**src/design/ip_country_trie_lookup_assert.svh**
```systemverilog
// Assertion macros used by the trie lookup back end (ipct_back). Clock clk, reset rst_n.
`ifndef IP_COUNTRY_TRIE_LOOKUP_ASSERT_SVH
`define IP_COUNTRY_TRIE_LOOKUP_ASSERT_SVH

// Condition must hold at every clock edge outside reset.
`define IPCT_ASSERT(label, cond, msg) \
  label: assert property (@(posedge clk) disable iff (!rst_n) (cond)) else $error(msg);

// Antecedent at one edge implies consequent at the next edge.
`define IPCT_ASSERT_NEXT(label, ante, cons, msg) \
  label: assert property (@(posedge clk) disable iff (!rst_n) (ante) |=> (cons)) \
    else $error(msg);

`endif

```
**src/design/ipct_pkg.sv**
```systemverilog
package ipct_pkg;

  typedef struct packed {
    logic        kind;
    logic [17:0] node_index;
    logic [23:0] left_record;
    logic [23:0] right_record;
    logic [31:0] ip_address;
  } ipct_in_t;

  typedef struct packed {
    logic [7:0] country_index;
    logic [2:0] lookup_status;
  } ipct_out_t;

  typedef enum logic [1:0] {
    OP_LOAD,
    OP_WALK,
    OP_INACTIVE
  } ipct_op_t;

  typedef struct packed {
    ipct_op_t    op;
    logic [17:0] node_index;
    logic [23:0] left_record;
    logic [23:0] right_record;
    logic [31:0] ip_address;
  } ipct_cmd_t;

  typedef enum logic [1:0] {
    BK_IDLE,
    BK_WALK,
    BK_DONE
  } ipct_back_state_t;

  localparam logic       KIND_LOAD = 1'b0;

  localparam logic [2:0] ST_FOUND    = 3'd0;
  localparam logic [2:0] ST_INACTIVE = 3'd1;
  localparam logic [2:0] ST_RANGE    = 3'd2;
  localparam logic [2:0] ST_NOLEAF   = 3'd3;
  localparam logic [2:0] ST_BADPTR   = 3'd4;

  localparam logic [23:0] LEAF_BASE  = 24'd16776960;
  localparam logic [7:0]  CODE_LIMIT = 8'd255;
  localparam logic [4:0]  TOP_LEVEL  = 5'd31;

  localparam int          Q_DEPTH = 4;
  localparam int          Q_AW    = 2;

endpackage

```
**src/design/ipct_queue.sv**
```systemverilog
module ipct_queue (
  input  logic                 clk,
  input  logic                 rst_n,
  input  logic                 push,
  input  ipct_pkg::ipct_cmd_t  push_data,
  output logic                 full,
  input  logic                 pop,
  output logic                 pop_valid,
  output ipct_pkg::ipct_cmd_t  pop_data
);
  import ipct_pkg::*;

  ipct_cmd_t        slot_r [Q_DEPTH];
  logic [Q_AW-1:0]  wr_ptr_r, wr_ptr_nxt;
  logic [Q_AW-1:0]  rd_ptr_r, rd_ptr_nxt;
  logic [Q_AW:0]    count_r, count_nxt;
  logic             do_push, do_pop;

  assign full      = count_r == (Q_AW+1)'(Q_DEPTH);
  assign pop_valid = count_r != '0;
  assign pop_data  = slot_r[rd_ptr_r];
  assign do_push   = push && !full;
  assign do_pop    = pop && pop_valid;

  always_comb begin
    wr_ptr_nxt = do_push ? wr_ptr_r + 1'b1 : wr_ptr_r;
    rd_ptr_nxt = do_pop ? rd_ptr_r + 1'b1 : rd_ptr_r;
    count_nxt  = count_r;
    if (do_push && !do_pop) begin
      count_nxt = count_r + 1'b1;
    end else if (do_pop && !do_push) begin
      count_nxt = count_r - 1'b1;
    end
  end

  always_ff @(posedge clk) begin
    if (!rst_n) begin
      wr_ptr_r <= '0;
      rd_ptr_r <= '0;
      count_r  <= '0;
    end else begin
      wr_ptr_r <= wr_ptr_nxt;
      rd_ptr_r <= rd_ptr_nxt;
      count_r  <= count_nxt;
    end
  end

  always_ff @(posedge clk) begin
    if (do_push) begin
      slot_r[wr_ptr_r] <= push_data;
    end
  end

endmodule

```
**config.mk**
```make
export PLATFORM = sky130hd
export DESIGN_NAME = ipct_queue
export DESIGN_NICKNAME = d
export VERILOG_FILES = /design/src/design/ip_country_trie_lookup_assert.svh /design/src/design/ipct_pkg.sv /design/src/design/ipct_queue.sv
export SDC_FILE = /design/constraint.sdc
export NUM_CORES = 1
export LEC_CHECK = 0
export BUFFER_PORTS_ARGS = -buffer_cell sky130_fd_sc_hd__buf_2
export CAP_MARGIN = 30
export CORE_ASPECT_RATIO = 1.2
export CORE_MARGIN = 5
export CORE_UTILIZATION = 45
export DETAILED_ROUTE_END_ITERATION = 16
export PLACE_DENSITY_LB_ADDON = 0.08
export SYNTH_ARGS = -nofsm -noshare
export SYNTH_HDL_FRONTEND = slang
export SYNTH_SLANG_ARGS = --single-unit
```
**constraint.sdc**
```tcl
create_clock -name clk -period 3.4 [get_ports clk]
set_input_delay 0 -clock clk [delete_from_list [all_inputs] [get_ports clk]]
set_output_delay 0 -clock clk [all_outputs]
set_load 0.05 [all_outputs]
```
==> impl_metrics.json <==
{
  "ctsResizeCount": 0,
  "clock_path_buffers": 3,
  "cts_made_buffers": 41,
  "cts.clk_slew.worst_paths_ps": 70,
  "drv_slew": 0,
  "peakVddDrop_mv": 0.503,
  "fin_cells": 1404,
  "rrSetupSlack_ps": 890,
  "synth_most_common_cell": "edfxtp_1",
  "r2r_end": "count_r[2]$_SDFFE_PN0P_",
  "coreArea_um2": 33100,
  "io_pins": 206,
  "clock-sinks": 409,
  "cts_setup_buffers": 0,
  "period_needed_ps": 2660,
  "antenna_found_initial": 2,
  "synthDistinctLibCells": 23,
  "drt_wl_total_mm": 30.7,
  "min_period_over_period_pct": 78.2,
  "gp_congestion": 0.788,
  "dieWidth_um": 177,
  "power_density_nw_per_um2": 828,
  "hold_start": "push_data[62]",
  "relSlewSlack_pct": 51.8,
  "yosys-top-cells-count": "edfxtp_1 (400), mux4_2 (100), buf_2 (11), buf_12 (10), dfxtp_1 (9)",
  "yosys-top-cells-area": "edfxtp_1 (80%), mux4_2 (15%), buf_12 (1.3%)",
  "dieHeight_um": 210,
  "synth-main-ff-cell": "edfxtp_1",
  "grt_util_all_layers_pct": 16.5,
  "grt_pass1_wl_mm": 46.4,
  "finalHoldViolCount": 0,
  "path_max_fanout": 33,
  "worst_pin_slew_ps": 723,
  "post-place-ws_ps": 884,
  "grt_max_degree": 49,
  "max_stage_delay_ps": 810,
  "dieArea_um2": 37100,
  "p_leak_nw": 6.44,
  "setup_violations": 0,
  "vias_per_cell": 5.06,
  "yosysWarnings": 0,
  "rsz0062_at_grt": "false",
  "drc_errors": 0,
  "cts_tree": "yes",
  "dpl.cell_count": 1223,
  "crit_arrival_ps": 2660,
  "io_buffers": 205,
  "synth_top_area_share_pct": 80.0,
  "fin_skew_ps": 17.0,
  "dpl.hpwl_mm": 19.3,
  "synth_edf_count": 400,
  "syn_to_final_growth_pct": 26.6,
  "root_buffer": "clkbuf_16",
  "cp-end-kind": "output pin",
  "min_to": "slot_r[0][62]$_DFFE_PP_",
  "synth_nets": 680,
  "fmax_ghz": 0.376,
  "cp-start-kind": "register",
  "critical_path_class": "reg -> out",
  "grt_overflow_total": 0,
  "ys_seq_elements": 409,
  "yosysTopAreaCell": "edfxtp_1",
  "synthArstFlopShare_pct": 0,
  "holdPathStages": 2,
  "row_count": 73,
  "htree_num_levels": 2,
  "worstRegToRegCells": 8,
  "drive_gt1_share_pct": 41.3,
  "ant_nets": 0,
  "ctsHoldBuffers": 104,
  "initial_core_util_pct": 45.4,
  "hold_path.class": "in -> reg",
  "dr.pass1.iters": 4,
  "syn_area_um2": 15000,
  "drt-initial-drc-count": 367,
  "grt_pass1_vias": 7896,
  "avgSynthCellArea_um2": 26.3,
  "cp_cell_sequence": "buf_4 > mux4_2 > buf_2",
  "synth.yosys.seq_area_share_pct": 81.2,
  "vias": 7104,
  "setup_ws_ps": 741,
  "required_ps": 3400,
  "maxCapViolations": 0,
  "status": "completed",
  "layout.nets": 1030,
  "routedWlPerCell_um": 21.8,
  "syn_inst": 570,
  "setup_tns_ps": 0,
  "cp_slowest_cell": "dfxtp_4",
  "clk_latency_ps": 540,
  "reg2reg_from": "count_r[0]$_SDFFE_PN0P_"
}
logic make-up after synthesis:
family	after synthesis	synth area share, %
buffers and inverters	27	1.90
flip-flops	409	81.2
multiplexers	103	15.2
adder cells (fa/ha/maj)	6	0.550
AO/OA/AOI/OAI	4	0.225
AND/OR/NAND/NOR	17	0.683
XOR/XNOR	4	0.233
worst max-delay path: cells and delay by family (launching register included):
kind,cells,cell delay (ps)
buf+inv,2,700
flops,1,810
mux,1,590
power by group:
| part | switching (mW) | total [mW] | leakage, nW | internal (mW) |
|---|---|---|---|---|
| Clock | 1.78 | 4.44 | 0.649 | 2.66 |
| Combinational | 3.34 | 4.90 | 2.05 | 1.57 |
| Sequential | 0.265 | 6.39 | 3.74 | 6.12 |
stage by stage:
stage / util (%) / area, um2 / hold slack, ps / power [mW]
floorplan: - / 15000 / 98.9 / 10.3
global placement: 50.2 / 16600 / 211 / 11.3
detailed placement: 50.2 / 16600 / 220 / 11.4
CTS: 57.5 / 19000 / 189 / 16.0
global route: 57.5 / 19000 / 209 / 16.4
finish: 57.5 / 19000 / 213 / 15.7
cell type report:
cell class                      count  area (um2)
Fill cell                        2519       14100
Clock buffer                       54        1140
Antenna cell                        2        5.00
Timing Repair Buffer              331        2330
Multi-Input combinational cell    134        2550
Inverter                            3        11.3
Sequential cell                   409       12200
Clock inverter                     21         210
Tap cell                          450         563
sequential cells by signal, summed over array words and instances, names as in the netlist, named ones only:
name / flops
slot_r: 400
count_r: 3
rd_ptr_r: 2
wr_ptr_r: 2
layer usage:
layer  vias up  track usage, %  routed length [um]  part of all wire, %
li1       3162               -                   -                    -
met1      3698            21.2               12300                   40
met2       194            28.5               16000                   52
met3        50            3.75                1640                  5.3
met4         0            4.75                 704                  2.3
met5         -               0                   0                    0
cells in the final DEF (no fill, tap or decap), types with 4 or more instances in the layout:
cell type	n
and2_1	4
edfxtp_1	400
dfxtp_1	7
buf_4	14
buf_12	8
and2_4	4
nand2_1	4
clkbuf_16	43
buf_2	205
clkbuf_1	9
clkinv_2	4
clkinv_1	8
ha_1	5
mux4_2	100
bufinv_16	4
dlygate4sd3_1	104
worst max path at each step:
stage | from | end | slack [ps] | cells past startpoint
2_1_floorplan | count_r[0]$_SDFFE_PN0P_ | slot_r[0][0]$_DFFE_PP_ | 770 | 4
3_3_place_gp | count_r[0]$_SDFFE_PN0P_ | count_r[2]$_SDFFE_PN0P_ | 1050 | 8
3_5_place_dp | count_r[0]$_SDFFE_PN0P_ | count_r[2]$_SDFFE_PN0P_ | 880 | 8
4_1_cts | register | pop_data[51] | 620 | 3
5_1_grt | register | pop_data[51] | 540 | 3
6_report | register | pop_data[51] | 740 | 3
No activity file was read; power rests on OpenSTA's default activity.
